===== src/sv/spmv_pkg.sv =====
package spmv_pkg;

  localparam int DEF_MAX_DIM      = 64;
  localparam int DEF_MAX_NONZEROS = 1024;

  localparam int KIND_W   = 2;
  localparam int SLOT_W   = 10;
  localparam int ROW_W    = 6;
  localparam int NUM_W    = 32;
  localparam int OFFSET_W = 11;
  localparam int DIM_W    = 7;

  localparam int ROW_COUNT = 1 << ROW_W;

  localparam logic [DIM_W-1:0] DIM_RESET = DIM_W'(64);

  localparam logic [KIND_W-1:0] KIND_X      = 2'd0;
  localparam logic [KIND_W-1:0] KIND_OFFSET = 2'd1;
  localparam logic [KIND_W-1:0] KIND_NZ     = 2'd2;
  localparam logic [KIND_W-1:0] KIND_RUN    = 2'd3;

  localparam logic signed [NUM_W-1:0] Q_MAX = 32'sh7fff_ffff;
  localparam logic signed [NUM_W-1:0] Q_MIN = 32'sh8000_0000;

  typedef enum logic [3:0] {
    S_IDLE,
    S_START,
    S_COL,
    S_COL_LAT,
    S_NZ,
    S_NZ_CHK,
    S_MUL,
    S_ACC,
    S_OUT,
    S_OUT_LD
  } state_t;

  typedef struct packed {
    logic mul;
    logic rnd;
  } mac_ctrl_t;

endpackage


===== src/sv/spmv_mac.sv =====
module spmv_mac import spmv_pkg::*; (
  input  logic                    clk,
  input  mac_ctrl_t               ctrl,
  input  logic signed [NUM_W-1:0] a,
  input  logic signed [NUM_W-1:0] b,
  input  logic signed [NUM_W-1:0] acc_in,
  output logic signed [NUM_W-1:0] sum
);

  logic signed [2*NUM_W-1:0] prod;
  logic signed [2*NUM_W-1:0] rsum;
  logic signed [NUM_W-1:0]   rnd;
  logic signed [NUM_W:0]     wide;

  // Q32.32 -> Q16.16, round half up, saturate
  assign rsum = prod + 64'sd32768;

  always_ff @(posedge clk) begin
    if (ctrl.mul) begin
      prod <= a * b;
    end
    if (ctrl.rnd) begin
      if ((&rsum[63:47]) || (~|rsum[63:47])) begin
        rnd <= rsum[47:16];
      end else if (rsum[63]) begin
        rnd <= Q_MIN;
      end else begin
        rnd <= Q_MAX;
      end
    end
  end

  assign wide = {acc_in[NUM_W-1], acc_in} + {rnd[NUM_W-1], rnd};

  always_comb begin
    if (wide[NUM_W] == wide[NUM_W-1]) begin
      sum = wide[NUM_W-1:0];
    end else if (wide[NUM_W]) begin
      sum = Q_MIN;
    end else begin
      sum = Q_MAX;
    end
  end

endmodule


===== config.mk =====
export PLATFORM = sky130hd
export DESIGN_NAME = spmv_mac
export DESIGN_NICKNAME = d
export VERILOG_FILES = /design/src/sv/spmv_pkg.sv /design/src/sv/spmv_mac.sv
export SDC_FILE = /design/constraint.sdc
export NUM_CORES = 2
export LEC_CHECK = 0
export ABC_AREA = 0
export BUFFER_PORTS_ARGS = -buffer_cell sky130_fd_sc_hd__buf_4
export CORE_MARGIN = 2
export CORE_UTILIZATION = 28
export DETAILED_ROUTE_END_ITERATION = 10
export GPL_TIMING_DRIVEN = 0
export PLACE_DENSITY = 0.53
export SYNTH_ARGS = -nofsm -noshare
export SYNTH_HDL_FRONTEND = slang
export SYNTH_SLANG_ARGS = --single-unit

===== constraint.sdc =====
create_clock -name clk -period 11.3 [get_ports clk]
set_input_delay 0.565 -clock clk [delete_from_list [all_inputs] [get_ports clk]]
set_output_delay 0.565 -clock clk [all_outputs]
set_load 0.02 [all_outputs]

==> results.ini <==
[global_routing]
grt_max_degree = 50
grt_util_met1 = 0.2746
overflow = 0
busiest_layer = met2
grt_pass1_wl_mm = 233.4
grt_pass1_vias = 34270
use_met3 = 0.03607
antenna_found_initial = 21
grt_usage = 0.2126
met2_usage = 0.3443

[timing]
setup_viol = 0
finalCritPeriodShare = 0.8644
tightest_slew_ns = 1.281
clock-skew-final_ns = 0.009100
fmax_mhz = 102.4
hold_viol = 0
drv_slew = 0
tns_ns = 0
slew_headroom = 0.1459
worst_hold_slack_ns = 0.6548
rsz0062_at_grt = no
fin_crit_ns = 9.768

[routing]
via_count = 31470
vias_per_cell = 4.858
wl_mm = 158.1
ant_nets = 0
first_iter_violations = 2424
drc = 0
post_drt_wl_per_cell_um = 24.41
firstDrtPassIters = 5

[yosys]
synthFlopType = edfxtp_1
synth_top_cell_by_area = fa_1
ys_seq_area_frac = 0.05834
netlist_area_um2 = 41690
synth_top_area_frac = 0.5195
postSynthNetCount = 5783
synth.distinct_cells = 71
synth_cells = 4389
ys_top_cells_by_area = fa_1 52%, inv_1 8.7%, and2_1 7.9%
postSynth.asyncResetShare = 0
yosys_warnings = 0
synth-seq-cells = 81
yosysMostFrequentCell = fa_1
synth-edff-count = 81
netlist_top_cells_count = 1082 x fa_1, 961 x inv_1, 563 x nand2_1
avgSynthCellArea_um2 = 9.500

[clocking]
cts.path.max_buffers = 2
cts.clk_slew.worst_paths_ns = 0.07
holdBufCountCts = 0
clock_sinks = 81
cts_made_buffers = 9
htreeDepth = 3
cts_root_buf = clkbuf_16
cts_tree = built
cts_resized = 0
clk_latency_ns = 0.36
postCtsSetupBuffers = 0

[die]
ios = 131
coreArea_um2 = 147800
die_x_um = 389.9
dieArea_um2 = 152000
die_y_um = 389.9
start_util = 0.2820
row_count = 141

[placement]
dp_hpwl_mm = 134.1
placed_cells = 6450
place_congestion = 1.056
port_buffers = 130

[setup_path]
crit_fanout = 10
ff2ff_path_depth = 12
required_ns = 11.46
worstSetupEndpointType = flop
critPathKind = in -> reg
startpoint_type = input port
cp.arrival_ns = 9.93

[status]
status = finished clean

[min_path]
hold_class = reg -> reg
whs_path_depth = 2

[run]
max_cap_viol_count = 0

[final_layout]
fill_cells = 15590
final_cells = 6478
drive_above_1_share = 0.04122
fin_util = 0.3071
final_nets = 5926
syn2layout_area_growth_pct = 8.910

## flip-flops by register name (all words and copies together) (netlist names)
register  cells
prod         49
rnd          32
## cells by family (layout without fill, tap and decap cells)
family,after synthesis,count (layout),synth area share
AOI/OAI and AO/OA,330,330,0.05192
xor gates and xnor gates,122,122,0.02563
adders and majority gates,1326,1326,0.5909
buffers and inverters,1187,1335,0.1077
DFF,81,81,0.05834
muxes,6,6,0.001470
other,0,11,0
and+or+nand+nor,1337,1337,0.1641
## worst max-delay path, cell delays in order
cell	delay [ns]
buf_4	0.19
clkbuf_1	0.91
nand2_1	0.19
fa_1	0.64
fa_1	0.45
fa_1	0.52
fa_1	0.55
inv_1	0.05
fa_1	0.50
inv_1	0.05
fa_1	0.53
inv_1	0.05
fa_1	0.40
fa_1	0.53
ha_1	0.30
clkbuf_1	0.30
nand4_1	0.34
nor4_1	0.86
a21o_1	0.36
a41oi_1	0.40
o31ai_1	0.52
clkbuf_4	0.29
a211oi_1	0.09
a311oi_1	0.31
## placed cells by master, fill, tap and decap left out, types with 7 or more instances in the layout
cell / count
fa_1: 1081
inv_1: 961
nand2_1: 563
and2_1: 529
ha_1: 213
clkbuf_1: 212
buf_4: 135
a21oi_1: 92
edfxtp_1: 81
xnor2_1: 77
nor2_1: 71
a21o_1: 57
o21ai_0: 54
xor2_1: 45
nand3_1: 37
nand4_1: 31
maj3_1: 31
nand2b_1: 27
and3_1: 17
a31oi_1: 16
o211ai_1: 15
o21bai_1: 15
diode_2: 11
o21a_1: 10
o21ai_2: 10
nor3_1: 9
clkbuf_16: 9
and4_1: 8
nor3b_1: 7
## final cells by class
cell class                      instances  area, um^2  share of cell area
Multi-Input combinational cell       3121       34770              0.7658
Inverter                              961        3607             0.07944
Sequential cell                        81        2432             0.05357
Tap cell                             1930        2415             0.05318
Timing Repair Buffer                  132       991.0             0.02182
Buffer                                226       883.3             0.01945
Clock buffer                            9       225.2            0.004960
Clock inverter                          7       53.80            0.001185
Antenna cell                           11       27.53           0.0006062
## path summary, 6_finish.rpt
path | startpoint | endpoint | slack [ns]
worst max-delay path | a[14] | prod[58] | 1.53
worst min-delay path | prod[41] | rnd[25] | 0.65
worst max register to register | prod[18] | rnd[16] | 7.50
worst min register to register | prod[41] | rnd[25] | 0.65
## stage by stage
stage / instance area (um^2) / worst slack [ns]
floorplan: 41690 / 3.316
global placement: 45080 / 0.8458
detailed placement: 45090 / 0.8411
CTS: 45370 / 1.210
global route: 45380 / 1.258
finish: 45410 / 1.532
## layer usage
metal	wire (um)	vias up
li1	-	13350
met1	64110	16360
met5	33	-
met4	9747	6
met3	12400	341
met2	71850	1411
Power is not shown: default switching activity piles up to over one toggle a cycle in this logic, so the estimate is an artifact.
