File: src/sv/spmv_ram.sv
module spmv_ram #(
  parameter int WIDTH = 32,
  parameter int DEPTH = 64
) (
  input  logic                     clk,
  input  logic                     we,
  input  logic [$clog2(DEPTH)-1:0] waddr,
  input  logic [WIDTH-1:0]         wdata,
  input  logic                     re,
  input  logic [$clog2(DEPTH)-1:0] raddr,
  output logic [WIDTH-1:0]         rdata
);

  logic [WIDTH-1:0] mem [DEPTH];

  always_ff @(posedge clk) begin
    if (we) begin
      mem[waddr] <= wdata;
    end
    if (re) begin
      rdata <= mem[raddr];
    end
  end

endmodule

File: config.mk
export PLATFORM = sky130hd
export DESIGN_NAME = spmv_ram
export DESIGN_NICKNAME = d
export VERILOG_FILES = /design/src/sv/spmv_ram.sv
export SDC_FILE = /design/constraint.sdc
export NUM_CORES = 2
export LEC_CHECK = 0
export BUFFER_PORTS_ARGS = -buffer_cell sky130_fd_sc_hd__buf_2
export CORE_MARGIN = 1
export CORE_UTILIZATION = 40
export CTS_CLUSTER_SIZE = 8
export DETAILED_ROUTE_END_ITERATION = 6
export GPL_TIMING_DRIVEN = 0
export HOLD_SLACK_MARGIN = 0.05
export SLEW_MARGIN = 0
export SYNTH_ARGS = -nofsm -noshare
export SYNTH_HDL_FRONTEND = slang
export SYNTH_SLANG_ARGS = --single-unit
File: constraint.sdc
create_clock -name clk -period 5.8 [get_ports clk]
set_input_delay 1.16 -clock clk [delete_from_list [all_inputs] [get_ports clk]]
set_output_delay 1.16 -clock clk [all_outputs]
set_load 0.05 [all_outputs]
==> impl_metrics.py <==
metrics = {
    "yosys": {
        "cell_taking_the_most_area_after_synthesis": "sky130_fd_sc_hd__edfxtp_1",
        "synthesis.area_um2": 78800,
        "postSynthAreaPerCell_um2": 23.7,
        "syn_inst": 3324,
        "ys.warnings.count": 0,
        "synthTopCellsByArea": "sky130_fd_sc_hd__edfxtp_1 (79%), sky130_fd_sc_hd__mux4_2 (16%), sky130_fd_sc_hd__mux2i_1 (1.2%)",
        "synth-seq-cells": 2080,
        "yosys.cell_types.count": 33,
        "yosysSeqAreaShare_pct": 79.2,
        "synth_top_cell_area_share_pct": 79.2,
        "synth_nets": 3371,
    },
    "finish": {
        "post_route_cell_area_um2": 93400,
        "number_of_nets_in_the_final_layout": 3867,
        "drive_gt1_share_pct": 31.5,
        "most-common-layout-cells": "sky130_fd_sc_hd__edfxtp_1 (2080), sky130_fd_sc_hd__mux4_2 (544), sky130_fd_sc_hd__clkbuf_16 (316)",
        "area_growth_from_synthesis_to_layout_pct": 18.5,
        "fillerInstances": 15703,
        "stdcell_count": 6467,
        "mostFrequentLayoutCell": "sky130_fd_sc_hd__edfxtp_1",
    },
    "drt": {
        "drt_iter0_drc": 5585,
        "avgRoutedWirePerCell_um": 37.7,
        "routed_via_density": 6.14,
        "firstDrtPassIters": 5,
        "drt.antenna.violating_nets": 0,
        "drt_wl_total_mm": 244,
        "number_of_vias_after_detailed_routing": 39720,
        "drt_drc_violations_left": 0,
    },
    "place": {
        "buffer_ports.inserted": 70,
        "globalplace.congestion": 0.835,
        "hpwl_mm": 156,
        "placed_standard_cell_area_um2": 85300,
        "dpl.cell_count": 6130,
    },
    "timing": {
        "report.final.slew_viol_count": 0,
        "finalHoldViolations": 0,
        "final.setup_skew_ns": 0.0627,
        "setup_viol": 0,
        "maxSlewHeadroom_pct": 2.79,
        "post-route-min-period_ns": 5.34,
        "clock.fmax_mhz": 187,
        "timing_worst_slew_pin_value_ns": 1.46,
        "layout_worst_path_cycle_share_pct": 92.1,
        "final.setup.tns_ns": 0,
        "rsz0062_at_grt": "false",
    },
    "cts": {
        "cts_setup_buffers": 0,
        "ctsResizeCount": 0,
        "clock-sinks": 2080,
        "number_of_buffers_added_by_the_clock_tree_synthesis_step": 310,
        "clock_tree_from_tritoncts": "built",
        "clk_pin_slew_worst_paths_ns": 0.05,
        "cts_hold_buffers": 0,
        "insertion_delay_of_the_later_clocked_pin_in_the_worst_skew_pair_ns": 0.94,
        "clock_tree.htree_level_count": 5,
        "cts_root_buf": "sky130_fd_sc_hd__clkbuf_16",
        "cts_max_path_buffers": 4,
    },
    "die": {
        "num_io_pins": 79,
        "chipHeight_um": 446,
        "die-area_um2": 199000,
        "rows": 162,
        "design.core.area_um2": 195000,
        "initial_core_util_pct": 40.3,
        "die_width_um": 446,
    },
    "flow_run": {
        "cap_viol_max_count": 0,
    },
    "grt": {
        "groute.usage.overall_pct": 24.6,
        "first_global_vias": 39310,
        "antenna_found_initial": 20,
        "grt_start_max_net_pins": 65,
        "gr-total-overflow": 0,
        "grt_pass1_wl_mm": 329,
    },
    "critical_path": {
        "cp_data_arrival_time_ns": 5.93,
        "path_max_fanout": 10,
        "critical_path.endpoint_type": "flop",
        "criticalPathCategory": "input port to flop",
        "worst-endpoint-required_ns": 6.39,
        "startpoint_type_of_the_worst_setup_path": "input port",
    },
    "power": {
        "vdd_ir_drop_max_uv": 229,
        "power_leakage_nw": 29.1,
        "pwr_density_cell_nw_per_um2": 364,
    },
    "status": {
        "outcome": "completed",
    },
    "worst_hold_path": {
        "worst_hold_path_type": "input port to flop",
    },
}
[power by group]
part | total (mW) | internal [mW] | switching [mW]
Clock | 15.5 | 9.50 | 5.96
Combinational | 1.79 | 0.564 | 1.22
Sequential | 16.8 | 16.7 | 0.0268
Total | 34.0 | 26.8 | 7.21
[registers in the layout, summed over array words and instances, names as in the netlist]
| name | count |
|---|---|
| mem | 2048 |
| rdata | 32 |
[per-layer routing]
layer / up-vias / track usage [%] / wire length (µm)
li1: 15216 / - / -
met1: 21345 / 32.5 / 90400
met2: 2618 / 38.4 / 114000
met3: 533 / 6.50 / 27800
met4: 8 / 11.0 / 11900
met5: - / 0 / 54
[cells in the mapped netlist]
cell	instances
sky130_fd_sc_hd__buf_6	5
sky130_fd_sc_hd__a41o_1	4
sky130_fd_sc_hd__a31oi_1	1
sky130_fd_sc_hd__and2_1	2
sky130_fd_sc_hd__nor3_1	7
sky130_fd_sc_hd__nor2_1	137
sky130_fd_sc_hd__a311oi_1	8
sky130_fd_sc_hd__a21oi_1	62
sky130_fd_sc_hd__nor2b_1	15
sky130_fd_sc_hd__nand4_1	2
sky130_fd_sc_hd__or3b_2	3
sky130_fd_sc_hd__o221ai_1	27
sky130_fd_sc_hd__or3b_1	2
sky130_fd_sc_hd__o22ai_1	84
sky130_fd_sc_hd__nand2_1	26
sky130_fd_sc_hd__buf_2	57
sky130_fd_sc_hd__or2_0	1
sky130_fd_sc_hd__or3_1	3
sky130_fd_sc_hd__mux4_2	544
sky130_fd_sc_hd__nand2b_1	8
sky130_fd_sc_hd__nand3b_1	5
sky130_fd_sc_hd__nand4b_1	1
sky130_fd_sc_hd__a22oi_1	12
sky130_fd_sc_hd__nand3_1	5
sky130_fd_sc_hd__clkbuf_1	74
sky130_fd_sc_hd__buf_4	25
sky130_fd_sc_hd__edfxtp_1	2080
sky130_fd_sc_hd__or2_1	1
sky130_fd_sc_hd__or2_2	1
sky130_fd_sc_hd__mux2i_1	93
sky130_fd_sc_hd__and3_1	4
sky130_fd_sc_hd__buf_1	21
sky130_fd_sc_hd__o32ai_1	4
[area by class of cell]
class	count	area, µm²	share of cell area, %
sequential	2080	62500	66.9
multi-input combinational	1062	16000	17.1
clock buffer	319	7920	8.48
tap	2624	3280	3.52
timing repair buffer	184	2770	2.97
buffer	182	887	0.950
clock inverter	10	86.3	0.0924
antenna	6	15.0	0.0161
[path summary, 6_finish.rpt]
check | endpoint | startpoint | cells past startpoint | slack [ns]
worst max-delay path | rdata[15] | raddr[1] | 9 | 0.46
worst min-delay path | mem[10][15] | wdata[15] | 1 | 0.88
worst max register to register | rdata[21] | mem[30][21] | 4 | 2.95
worst min register to register | rdata[17] | mem[29][17] | 4 | 0.94
[worst max-delay path: stages]
cell	delay (ns)
sky130_fd_sc_hd__buf_2	0.46
sky130_fd_sc_hd__buf_2	0.52
sky130_fd_sc_hd__buf_2	0.53
sky130_fd_sc_hd__buf_1	0.97
sky130_fd_sc_hd__nand3b_1	0.59
sky130_fd_sc_hd__o221ai_1	0.49
sky130_fd_sc_hd__a21oi_1	0.17
sky130_fd_sc_hd__a21oi_1	0.81
sky130_fd_sc_hd__nor2_1	0.17
[cells by family (layout without fill, tap and decap cells)]
group / after synthesis / after routing / share of synthesized area, %
muxes: 637 / 637 / 16.7
AOI/OAI and AO/OA: 202 / 202 / 1.67
and+or+nand+nor: 223 / 223 / 1.26
buffers and inverters: 182 / 695 / 1.12
DFF: 2080 / 2080 / 79.2
other: 0 / 6 / 0
[per-stage QoR]
stage	total power [mW]	utilization (%)	worst slack (ns)	hold slack, ns
2_1_floorplan	17.9	-	1.48	0.750
3_3_place_gp	18.7	42.2	-3.47	0.981
3_5_place_dp	18.8	43.7	-0.155	0.936
4_1_cts	34.1	47.8	0.787	0.948
5_1_grt	34.7	47.8	0.815	0.870
6_report	34.0	47.8	0.458	0.876
(Power assumes the default switching activity.)
